==> config.mk <==
export PLATFORM = sky130hd
export DESIGN_NAME = i2c_bit_level_master
export DESIGN_NICKNAME = d
export VERILOG_FILES = /design/src/sv/i2cm_pkg.sv /design/src/sv/i2cm_front.sv /design/src/sv/i2cm_queue.sv /design/src/sv/i2cm_engine.sv /design/src/sv/i2c_bit_level_master.sv
export SDC_FILE = /design/constraint.sdc
export NUM_CORES = 1
export LEC_CHECK = 0
export BUFFER_PORTS_ARGS = -buffer_cell sky130_fd_sc_hd__buf_2
export CAP_MARGIN = 20
export CORE_MARGIN = 10
export CORE_UTILIZATION = 52
export CTS_CLUSTER_DIAMETER = 50
export CTS_CLUSTER_SIZE = 20
export DETAILED_ROUTE_END_ITERATION = 8
export HOLD_SLACK_MARGIN = 0.12
export PLACE_DENSITY = 0.7
export SLEW_MARGIN = 10
export SYNTH_ARGS = -nofsm -noshare
export SYNTH_HDL_FRONTEND = slang
export SYNTH_SLANG_ARGS = --single-unit
==> constraint.sdc <==
create_clock -name clk -period 4.2 [get_ports clk]
set_input_delay 0.21 -clock clk [delete_from_list [all_inputs] [get_ports clk]]
set_output_delay 0.21 -clock clk [all_outputs]
set_load 0.01 [all_outputs]
==> src/sv/i2cm_pkg.sv <==
// Shared types and constants for the bit-level I2C master.
`default_nettype none

package i2cm_pkg;

  // Reset value of the half period register, in ticks.
  localparam logic [7:0] HALF_PERIOD_RESET = 8'd10;

  // Number of bits moved by a byte command.
  localparam logic [3:0] BITS_PER_BYTE = 4'd8;

  // Depth of the queue between the front and the bus engine.
  localparam int QUEUE_DEPTH = 4;
  localparam int QUEUE_AW    = $clog2(QUEUE_DEPTH);
  localparam int QUEUE_CW    = $clog2(QUEUE_DEPTH + 1);

  typedef enum logic [2:0] {
    CMD_NONE    = 3'd0,
    CMD_START   = 3'd1,
    CMD_STOP    = 3'd2,
    CMD_WRITE   = 3'd3,
    CMD_READ    = 3'd4,
    CMD_ACK     = 3'd5,
    CMD_NACK    = 3'd6,
    CMD_WAITACK = 3'd7
  } cmd_t;

  // Step within the active command.
  typedef enum logic [1:0] {
    PH_A = 2'd0,
    PH_B = 2'd1,
    PH_C = 2'd2,
    PH_D = 2'd3
  } phase_t;

  // One classified tick request.
  typedef struct packed {
    cmd_t       cmd;
    logic       has_cmd;
    logic [7:0] tx_byte;
    logic       sda_in;
  } tick_t;

  // One result of a tick.
  typedef struct packed {
    logic       scl_out;
    logic       sda_out;
    logic       busy_res;
    logic       done_res;
    logic [7:0] rx_byte;
    logic       ack_seen;
    logic       bus_busy;
    logic       cmd_dropped;
  } result_t;

endpackage

`default_nettype wire

==> src/sv/i2cm_front.sv <==
// Front stage: accepts tick requests, classifies the command and holds them for the queue.
`default_nettype none

module i2cm_front
  import i2cm_pkg::*;
(
  input  wire logic       clk,
  input  wire logic       rst,
  input  wire logic       in_valid,
  output logic            in_ready,
  input  wire logic [2:0] cmd,
  input  wire logic [7:0] tx_byte,
  input  wire logic       sda_in,
  output logic            push_valid,
  input  wire logic       push_ready,
  output tick_t           push_item
);

  logic  hold_valid;
  tick_t hold_item;
  tick_t classified;

  always_comb begin
    classified.cmd     = cmd_t'(cmd);
    classified.has_cmd = (cmd_t'(cmd) != CMD_NONE);
    classified.tx_byte = tx_byte;
    classified.sda_in  = sda_in;
  end

  // Take a new request when nothing is held or when the held one leaves in the same cycle.
  assign in_ready   = !hold_valid || push_ready;
  assign push_valid = hold_valid;
  assign push_item  = hold_item;

  always_ff @(posedge clk) begin
    if (rst) begin
      hold_valid <= 1'b0;
    end else if (in_ready) begin
      hold_valid <= in_valid;
    end
  end

  always_ff @(posedge clk) begin
    if (in_valid && in_ready) begin
      hold_item <= classified;
    end
  end

endmodule

`default_nettype wire

==> src/sv/i2cm_queue.sv <==
// Short request queue between the front stage and the bus engine.
`default_nettype none

module i2cm_queue
  import i2cm_pkg::*;
(
  input  wire logic  clk,
  input  wire logic  rst,
  input  wire logic  push_valid,
  output logic       push_ready,
  input  wire tick_t push_item,
  output logic       pop_valid,
  input  wire logic  pop_ready,
  output tick_t      pop_item
);

  tick_t                entries [QUEUE_DEPTH];
  logic [QUEUE_AW-1:0]  wr_ptr;
  logic [QUEUE_AW-1:0]  rd_ptr;
  logic [QUEUE_CW-1:0]  count;
  logic                 do_push;
  logic                 do_pop;

  assign push_ready = (count != QUEUE_CW'(QUEUE_DEPTH));
  assign pop_valid  = (count != '0);
  assign pop_item   = entries[rd_ptr];
  assign do_push    = push_valid && push_ready;
  assign do_pop     = pop_valid && pop_ready;

  always_ff @(posedge clk) begin
    if (rst) begin
      wr_ptr <= '0;
      rd_ptr <= '0;
      count  <= '0;
    end else begin
      if (do_push) begin
        wr_ptr <= wr_ptr + QUEUE_AW'(1);
      end
      if (do_pop) begin
        rd_ptr <= rd_ptr + QUEUE_AW'(1);
      end
      if (do_push && !do_pop) begin
        count <= count + QUEUE_CW'(1);
      end else if (do_pop && !do_push) begin
        count <= count - QUEUE_CW'(1);
      end
    end
  end

  always_ff @(posedge clk) begin
    if (do_push) begin
      entries[wr_ptr] <= push_item;
    end
  end

endmodule

`default_nettype wire

==> src/sv/i2cm_engine.sv <==
// Bus engine: runs the command steps one tick per request and registers the result.
`default_nettype none

module i2cm_engine
  import i2cm_pkg::*;
(
  input  wire logic       clk,
  input  wire logic       rst,
  input  wire logic       cfg_valid,
  output logic            cfg_ready,
  input  wire logic [7:0] cfg_data,
  input  wire logic       pop_valid,
  output logic            pop_ready,
  input  wire tick_t      pop_item,
  output logic            out_valid,
  input  wire logic       out_ready,
  output result_t         out_res
);

  logic [7:0] half_period;
  logic [7:0] half_eff;

  logic       busy,          busy_next;
  cmd_t       active,        active_next;
  phase_t     phase,         phase_next;
  logic [3:0] bit_count,     bit_count_next;
  logic [7:0] shift_reg,     shift_reg_next;
  logic [7:0] tick_count,    tick_count_next;
  logic       scl_level,     scl_level_next;
  logic       sda_level,     sda_level_next;
  logic [7:0] received_byte, received_byte_next;
  logic       ack_flag,      ack_flag_next;

  logic       done;
  logic       aborted;
  logic       dropped;
  logic       fire;
  result_t    res_next;

  assign cfg_ready = 1'b1;
  assign half_eff  = (half_period == 8'd0) ? 8'd1 : half_period;
  assign fire      = pop_valid && (!out_valid || out_ready);
  assign pop_ready = !out_valid || out_ready;

  // Next state for one tick.
  always_comb begin
    logic [7:0] tc;
    logic       finish;
    logic       abort;

    busy_next          = busy;
    active_next        = active;
    phase_next         = phase;
    bit_count_next     = bit_count;
    shift_reg_next     = shift_reg;
    tick_count_next    = tick_count;
    scl_level_next     = scl_level;
    sda_level_next     = sda_level;
    received_byte_next = received_byte;
    ack_flag_next      = ack_flag;
    done               = 1'b0;
    aborted            = 1'b0;
    dropped            = 1'b0;
    finish             = 1'b0;
    abort              = 1'b0;
    tc                 = tick_count + 8'd1;

    if (busy) begin
      dropped = pop_item.has_cmd;
      if (tc >= half_eff) begin
        tick_count_next = '0;
        unique case (active)
          CMD_START: begin
            if (phase == PH_A) begin
              if (!pop_item.sda_in) begin
                abort = 1'b1;
              end else begin
                sda_level_next = 1'b0;
                phase_next     = PH_B;
              end
            end else if (phase == PH_B) begin
              scl_level_next = 1'b0;
              phase_next     = PH_C;
            end else begin
              finish = 1'b1;
            end
          end
          CMD_STOP: begin
            if (phase == PH_A) begin
              scl_level_next = 1'b1;
              phase_next     = PH_B;
            end else if (phase == PH_B) begin
              sda_level_next = 1'b1;
              phase_next     = PH_C;
            end else begin
              finish = 1'b1;
            end
          end
          CMD_ACK, CMD_NACK: begin
            if (phase == PH_A) begin
              sda_level_next = (active == CMD_NACK);
              phase_next     = PH_B;
            end else if (phase == PH_B) begin
              scl_level_next = 1'b1;
              phase_next     = PH_C;
            end else if (phase == PH_C) begin
              scl_level_next = 1'b0;
              phase_next     = PH_D;
            end else begin
              finish = 1'b1;
            end
          end
          CMD_WAITACK: begin
            if (phase == PH_A) begin
              sda_level_next = 1'b1;
              phase_next     = PH_B;
            end else if (phase == PH_B) begin
              scl_level_next = 1'b1;
              phase_next     = PH_C;
            end else begin
              // Ack is SDA pulled low while SCL is high.
              ack_flag_next  = !pop_item.sda_in;
              scl_level_next = 1'b0;
              finish         = 1'b1;
            end
          end
          CMD_WRITE: begin
            if (phase == PH_A) begin
              sda_level_next = shift_reg[7];
              shift_reg_next = {shift_reg[6:0], 1'b0};
              phase_next     = PH_B;
            end else if (phase == PH_B) begin
              scl_level_next = 1'b1;
              phase_next     = PH_C;
            end else begin
              bit_count_next = bit_count + 4'd1;
              scl_level_next = 1'b0;
              phase_next     = PH_A;
              finish         = (bit_count_next >= BITS_PER_BYTE);
            end
          end
          CMD_READ: begin
            if (phase == PH_A) begin
              scl_level_next = 1'b1;
              phase_next     = PH_B;
            end else begin
              shift_reg_next = {shift_reg[6:0], pop_item.sda_in};
              bit_count_next = bit_count + 4'd1;
              scl_level_next = 1'b0;
              phase_next     = PH_A;
              if (bit_count_next >= BITS_PER_BYTE) begin
                received_byte_next = shift_reg_next;
                finish             = 1'b1;
              end
            end
          end
          CMD_NONE: begin
            finish = 1'b1;
          end
        endcase
        if (finish || abort) begin
          done       = 1'b1;
          aborted    = abort;
          busy_next  = 1'b0;
          phase_next = PH_A;
        end
      end else begin
        tick_count_next = tc;
      end
    end else if (pop_item.has_cmd) begin
      // Drive the first step on the tick the command arrives.
      active_next     = pop_item.cmd;
      phase_next      = PH_A;
      tick_count_next = '0;
      bit_count_next  = '0;
      busy_next       = 1'b1;
      unique case (pop_item.cmd)
        CMD_START: begin
          sda_level_next = 1'b1;
          scl_level_next = 1'b1;
        end
        CMD_STOP: begin
          sda_level_next = 1'b0;
          scl_level_next = 1'b0;
        end
        CMD_WRITE: begin
          shift_reg_next = pop_item.tx_byte;
          scl_level_next = 1'b0;
        end
        CMD_READ: begin
          shift_reg_next = '0;
          sda_level_next = 1'b1;
          scl_level_next = 1'b0;
        end
        CMD_ACK, CMD_NACK, CMD_WAITACK, CMD_NONE: begin
          scl_level_next = 1'b0;
        end
      endcase
    end
  end

  // Result of the tick.
  always_comb begin
    res_next.scl_out     = scl_level_next;
    res_next.sda_out     = sda_level_next;
    res_next.busy_res    = busy_next;
    res_next.done_res    = done;
    res_next.rx_byte     = received_byte_next;
    res_next.ack_seen    = ack_flag_next;
    res_next.bus_busy    = aborted;
    res_next.cmd_dropped = dropped;
  end

  always_ff @(posedge clk) begin
    if (rst) begin
      half_period   <= HALF_PERIOD_RESET;
      busy          <= 1'b0;
      active        <= CMD_NONE;
      phase         <= PH_A;
      bit_count     <= '0;
      shift_reg     <= '0;
      tick_count    <= '0;
      scl_level     <= 1'b1;
      sda_level     <= 1'b1;
      received_byte <= '0;
      ack_flag      <= 1'b0;
      out_valid     <= 1'b0;
    end else begin
      if (cfg_valid && cfg_ready) begin
        half_period <= cfg_data;
      end
      if (fire) begin
        busy          <= busy_next;
        active        <= active_next;
        phase         <= phase_next;
        bit_count     <= bit_count_next;
        shift_reg     <= shift_reg_next;
        tick_count    <= tick_count_next;
        scl_level     <= scl_level_next;
        sda_level     <= sda_level_next;
        received_byte <= received_byte_next;
        ack_flag      <= ack_flag_next;
        out_valid     <= 1'b1;
      end else if (out_ready) begin
        out_valid <= 1'b0;
      end
    end
  end

  always_ff @(posedge clk) begin
    if (fire) begin
      out_res <= res_next;
    end
  end

endmodule

`default_nettype wire

==> src/sv/i2c_bit_level_master.sv <==
// Top level of the bit-level I2C master: front stage, request queue and bus engine.
//
//   channel | signals                                   | direction
//   --------+-------------------------------------------+----------
//   in      | in_valid/in_ready, cmd, tx_byte, sda_in   | request in
//   out     | out_valid/out_ready, scl_out .. cmd_dropped | result out
//   cfg     | cfg_valid/cfg_ready, cfg_data             | half period write
//
// One request per clock is taken and one result per clock delivered when neither
// side stalls; a taken request passes the front hold register and a queue entry
// before it reaches the output register. The bus engine updates its step state
// once per request, which sets the rate. Reset (rst, synchronous) empties the queue and
// output register and sets the half period to 10 ticks. A stalled output backs up the
// four-entry queue, then the front stage, and only then drops in_ready.
`default_nettype none

module i2c_bit_level_master
  import i2cm_pkg::*;
(
  input  wire logic       clk,
  input  wire logic       rst,
  input  wire logic       cfg_valid,
  output logic            cfg_ready,
  input  wire logic [7:0] cfg_data,
  input  wire logic       in_valid,
  output logic            in_ready,
  input  wire logic [2:0] cmd,
  input  wire logic [7:0] tx_byte,
  input  wire logic       sda_in,
  output logic            out_valid,
  input  wire logic       out_ready,
  output logic            scl_out,
  output logic            sda_out,
  output logic            busy_res,
  output logic            done_res,
  output logic [7:0]      rx_byte,
  output logic            ack_seen,
  output logic            bus_busy,
  output logic            cmd_dropped
);

  logic    push_valid;
  logic    push_ready;
  tick_t   push_item;
  logic    pop_valid;
  logic    pop_ready;
  tick_t   pop_item;
  result_t res;

  i2cm_front u_front (
    .clk        (clk),
    .rst        (rst),
    .in_valid   (in_valid),
    .in_ready   (in_ready),
    .cmd        (cmd),
    .tx_byte    (tx_byte),
    .sda_in     (sda_in),
    .push_valid (push_valid),
    .push_ready (push_ready),
    .push_item  (push_item)
  );

  i2cm_queue u_queue (
    .clk        (clk),
    .rst        (rst),
    .push_valid (push_valid),
    .push_ready (push_ready),
    .push_item  (push_item),
    .pop_valid  (pop_valid),
    .pop_ready  (pop_ready),
    .pop_item   (pop_item)
  );

  i2cm_engine u_engine (
    .clk       (clk),
    .rst       (rst),
    .cfg_valid (cfg_valid),
    .cfg_ready (cfg_ready),
    .cfg_data  (cfg_data),
    .pop_valid (pop_valid),
    .pop_ready (pop_ready),
    .pop_item  (pop_item),
    .out_valid (out_valid),
    .out_ready (out_ready),
    .out_res   (res)
  );

  assign scl_out     = res.scl_out;
  assign sda_out     = res.sda_out;
  assign busy_res    = res.busy_res;
  assign done_res    = res.done_res;
  assign rx_byte     = res.rx_byte;
  assign ack_seen    = res.ack_seen;
  assign bus_busy    = res.bus_busy;
  assign cmd_dropped = res.cmd_dropped;

endmodule

`default_nettype wire

==> summary by stage <==
Run status
The flow ran to the end, and the final reports show no timing, DRC or antenna violations.

Critical path
For flop-to-flop paths, the worst setup slack is 0.70 ns. STA classifies the critical path startpoint as a flop. The critical path endpoint category is a flop. The critical path is of the flop to flop type. Among all stages on the critical path, the largest delay is contributed by sky130_fd_sc_hd__a21oi_2.

The peak per-stage delay on the critical path is 0.56 ns. The critical path goes through ha_1, and3_1, and3_1, xor2_1, ha_1, a21o_1, a221o_1, a21oi_2, o22ai_2, a21oi_1, a311oi_1. The worst reg-to-reg path cell count is 11. The data required time of the worst path is 4.47 ns. The end of the worst register-to-register path is u_engine.shift_reg[0]. The peak fanout along the critical path is 16. STA puts the critical path data arrival time at 3.77 ns. In this run the critical register-to-register path is launched from u_engine.tick_count[0].

Layout
The number of flip-flops in the largest register is 52. The area growth from synthesis to layout is 17.0%. The area taken by flip-flops and latches is 0.00352 mm^2. The multi-input combinational cells in the finished layout cover a total of 0.00241 mm^2. The layout has 886 filler cells. The total number of nets in the final design is 597. u_queue.entries holds more flip-flops than any other register.

The share of post-route cells with drive strength above 1 is 17.7%. The count of inserted antenna diode cells is 0.

Power
Across the VDD grid, the largest voltage drop is 0.357 mV. The static leakage is 0.00268 uW. Dividing total power by cell area gives a power density of 604 mW/mm^2.

Placed design
At the placement stage, the worst setup path has a slack of 0.743 ns. The count of buffers from port buffering is 41. The half-perimeter wire length of the detailed placement result is 8110 um. At the end of routability-driven placement, the weighted congestion stood at 0.862.

Yosys
In the post-synthesis netlist, the biggest area contributors are sky130_fd_sc_hd__edfxtp_1, sky130_fd_sc_hd__dfxtp_1, sky130_fd_sc_hd__ha_1. In this run the cell area of the synthesized design comes to 0.00614 mm^2. After Yosys synthesis, and, or, nand and nor cells account for 10.4% of the synthesized area. The leading area contributor after synthesis is sky130_fd_sc_hd__edfxtp_1. The synthesized netlist devotes 4.40% of its cell area to adder and majority cells. In the synthesized netlist, the number of instances is 491. After synthesis, the largest family of logic cells by area is compound AO/OA/AOI/OAI gates.

The number of different library cells used by synthesis comes to 69. The synthesized design contains 136 register bits. The multiplexer share of the synthesized area is 9.81%. Of all flip-flops after synthesis, the portion carrying an async set or reset was 0%.

In the synthesized netlist the dominant register cell turns out to be sky130_fd_sc_hd__edfxtp_1. Counting every net in the synthesized netlist gives 537. The area share of the largest cell type after synthesis is 39.1%. The post-synthesis area per instance is 12.5 um^2. The area share of xor/xnor cells in the synthesized design is 2.57%. The sequential area share after synthesis is 57.3%. The synthesized netlist devotes 12.0% of its cell area to compound gates. Counting flops with a built-in enable in the synthesized netlist gives 80. The total number of yosys warnings is 0.

Timing
The final-layout setup total negative slack is 0 ns. Across all setup checks in the final design, the least slack found is 0.695 ns. Setup violations remaining at the end of the flow were counted as 0.

The final period demand of the worst path is 3.50 ns. Headroom to the max-slew limit came out at 34.6%. The pin slew with the least headroom to its limit is 0.980 ns. Between clock sinks in the finished design, the worst skew comes to 0.00846 ns.

The number of endpoints with negative hold slack in the final report came to 0. The worst slack on hold paths is 0.178 ns. After layout, the worst path uses 83.4% of the clock period. Based on the critical path, the design can be clocked at up to 285 MHz. Setup repair after global routing left no endpoint under its margin. The number of slew-limit violations in the final report is 0.

Detailed routing
After detailed routing, the number of remaining DRC violations is 0. The routed wire length per instance is 17.3 um. Once detail routing completed, the nets flagged for antenna violations numbered 0. The total number of vias is 3993.

The DRC violation total after the first TritonRoute iteration is 273. For this run, the detailed router's first-pass iteration total came to 7. The total wirelength of the detailed-routed design is 12200 um. The detail-routed via count per cell is 5.65.

Clock network
TritonCTS built the clock tree. The clock transition at the registers of the reported paths is 0.06 ns. The maximum number of buffers from clock root to sink is 2.

The H-tree depth is 4. TritonCTS created 17 clock buffers. The tree is rooted in a sky130_fd_sc_hd__clkbuf_16. The quantity of gates resized following cts is 0. The clock net in this run drives a total of 136 sinks. At the later pin of the worst-skew pair, clock insertion delay measures 0.42 ns.

GRT
The via count of the first global-routing pass is 4068. The largest net degree at the start of global routing is 43. The first global-routing pass estimated 20200 um of wire. The number of antenna violations at the first check in global routing came to 0. The global-route usage over all layers is 15.4%.

The overflow left after global routing is 0.

Floorplanning
The core region is 0.0115 mm^2. The area enclosed by the die boundary is 0.0166 mm^2. The die height is 129 um. During I/O placement, the number of pins put on the boundary was 43.

Once the floorplan was initialized, standard cells occupied 53.4% of the core. The number of core rows is 39. The horizontal die dimension is 129 um.

Worst hold path
The type of the worst min-delay path is input pin to flop. The cell depth of the worst hold path is 3. The worst hold path begins at cfg_valid. The worst hold endpoint is u_engine.half_period[3].

Run
The number of maximum-capacitance constraint violations is 0.
-- power breakdown --
part / total, uW / switching (uW) / internal [uW]
clock: 1380 / 567 / 814
combinational: 1090 / 645 / 447
sequential: 1870 / 226 / 1640
-- worst max path at each step --
stage	startpoint	endpoint	slack, ns	cells past startpoint
3_5_place_dp	u_engine.tick_count[0]	u_engine.shift_reg[0]	0.74	11
5_1_grt	u_engine.tick_count[0]	u_engine.shift_reg[3]	0.43	11
4_1_cts	u_engine.tick_count[0]	u_engine.shift_reg[0]	0.73	11
6_report	u_engine.tick_count[0]	u_engine.shift_reg[0]	0.70	11
2_1_floorplan	u_engine.tick_count[0]	u_engine.out_res[10]	1.16	11
3_3_place_gp	u_engine.tick_count[0]	u_engine.out_res[7]	0.86	10
-- cell families (layout without fill, tap and decap cells) --
kind of cell,after synthesis,after routing
other,1,1
AO/OA/AOI/OAI,104,104
AND/OR/NAND/NOR,125,125
adder cells (fa/ha/maj),21,21
buffers and inverters,46,119
flip-flops,136,136
XOR/XNOR,18,18
multiplexers,40,40
-- layer usage --
metal	wire length, um	track usage [%]	vias to the layer above
met1	5430	18.3	1946
met5	0	0	-
li1	-	-	1970
met4	102	5.02	0
met3	467	5.22	11
met2	6230	25.8	66
-- through the flow --
step	instance area, um^2	utilization [%]	power [uW]	instances
3_5_place_dp	6420	55.7	2980	653
6_report	7190	62.4	4340	707
3_3_place_gp	6420	55.7	2940	653
5_1_grt	7190	62.4	4580	707
4_1_cts	7190	62.4	4380	707
2_1_floorplan	6140	-	2680	491
-- timing repair --
action	in CTS	in global routing
buffers inserted	0	0
endpoints found under the hold margin	23	0
hold buffers	22	0
-- cells in the final DEF (no fill, tap or decap), types with 6 or more instances in the layout --
master	synthesis	final
sky130_fd_sc_hd__edfxtp_1	80	80
sky130_fd_sc_hd__dfxtp_1	56	56
sky130_fd_sc_hd__buf_2	8	41
sky130_fd_sc_hd__nor2_1	39	39
sky130_fd_sc_hd__nand2_1	30	30
sky130_fd_sc_hd__a21oi_1	28	28
sky130_fd_sc_hd__dlygate4sd3_1	0	22
sky130_fd_sc_hd__inv_1	20	20
sky130_fd_sc_hd__ha_1	20	20
sky130_fd_sc_hd__mux2i_1	19	19
sky130_fd_sc_hd__clkbuf_16	0	17
sky130_fd_sc_hd__nand3_1	11	11
sky130_fd_sc_hd__xor2_1	11	11
sky130_fd_sc_hd__o21ai_0	10	10
sky130_fd_sc_hd__a22oi_1	9	9
sky130_fd_sc_hd__a311oi_1	9	9
sky130_fd_sc_hd__mux4_1	8	8
sky130_fd_sc_hd__nor3_1	8	8
sky130_fd_sc_hd__mux2_2	8	8
sky130_fd_sc_hd__xnor2_1	7	7
sky130_fd_sc_hd__and2_1	6	6
-- final cells by class --
| class | count | area share [%] |
|---|---|---|
| clock buffer | 18 | 5.97 |
| clock inverter | 14 | 1.71 |
| inverter | 22 | 1.15 |
| multi-input combinational | 309 | 33.6 |
| sequential | 136 | 49.0 |
| tap | 143 | 2.49 |
| timing repair buffer | 65 | 6.13 |
-- Yosys cell counts, types with 4 or more instances --
cell and n:
sky130_fd_sc_hd__buf_2 8, sky130_fd_sc_hd__o21ai_0 10, sky130_fd_sc_hd__a21oi_1 28, sky130_fd_sc_hd__ha_1 20, sky130_fd_sc_hd__a22oi_1 9, sky130_fd_sc_hd__nor3_1 8, sky130_fd_sc_hd__nand2b_1 4, sky130_fd_sc_hd__nor2_1 39
sky130_fd_sc_hd__and2_1 6, sky130_fd_sc_hd__edfxtp_1 80, sky130_fd_sc_hd__inv_1 20, sky130_fd_sc_hd__mux4_1 8, sky130_fd_sc_hd__xor2_1 11, sky130_fd_sc_hd__nand3_1 11, sky130_fd_sc_hd__nand2_1 30, sky130_fd_sc_hd__clkbuf_1 9
sky130_fd_sc_hd__o31ai_1 4, sky130_fd_sc_hd__and3_1 4, sky130_fd_sc_hd__a311oi_1 9, sky130_fd_sc_hd__nor2b_1 4, sky130_fd_sc_hd__dfxtp_1 56, sky130_fd_sc_hd__mux2i_1 19, sky130_fd_sc_hd__xnor2_1 7, sky130_fd_sc_hd__mux4_2 5
sky130_fd_sc_hd__a21o_1 5, sky130_fd_sc_hd__mux2_2 8, sky130_fd_sc_hd__or3_1 5
-- critical path: cells and delay by family (launching register included) --
kind                       cells  cell delay, ns
AOI/OAI and AO/OA              6            1.85
xor gates and xnor gates       1            0.18
adders and majority gates      2            0.48
DFF                            1            0.40
and+or+nand+nor                2            0.44
(Power assumes the default switching activity.)
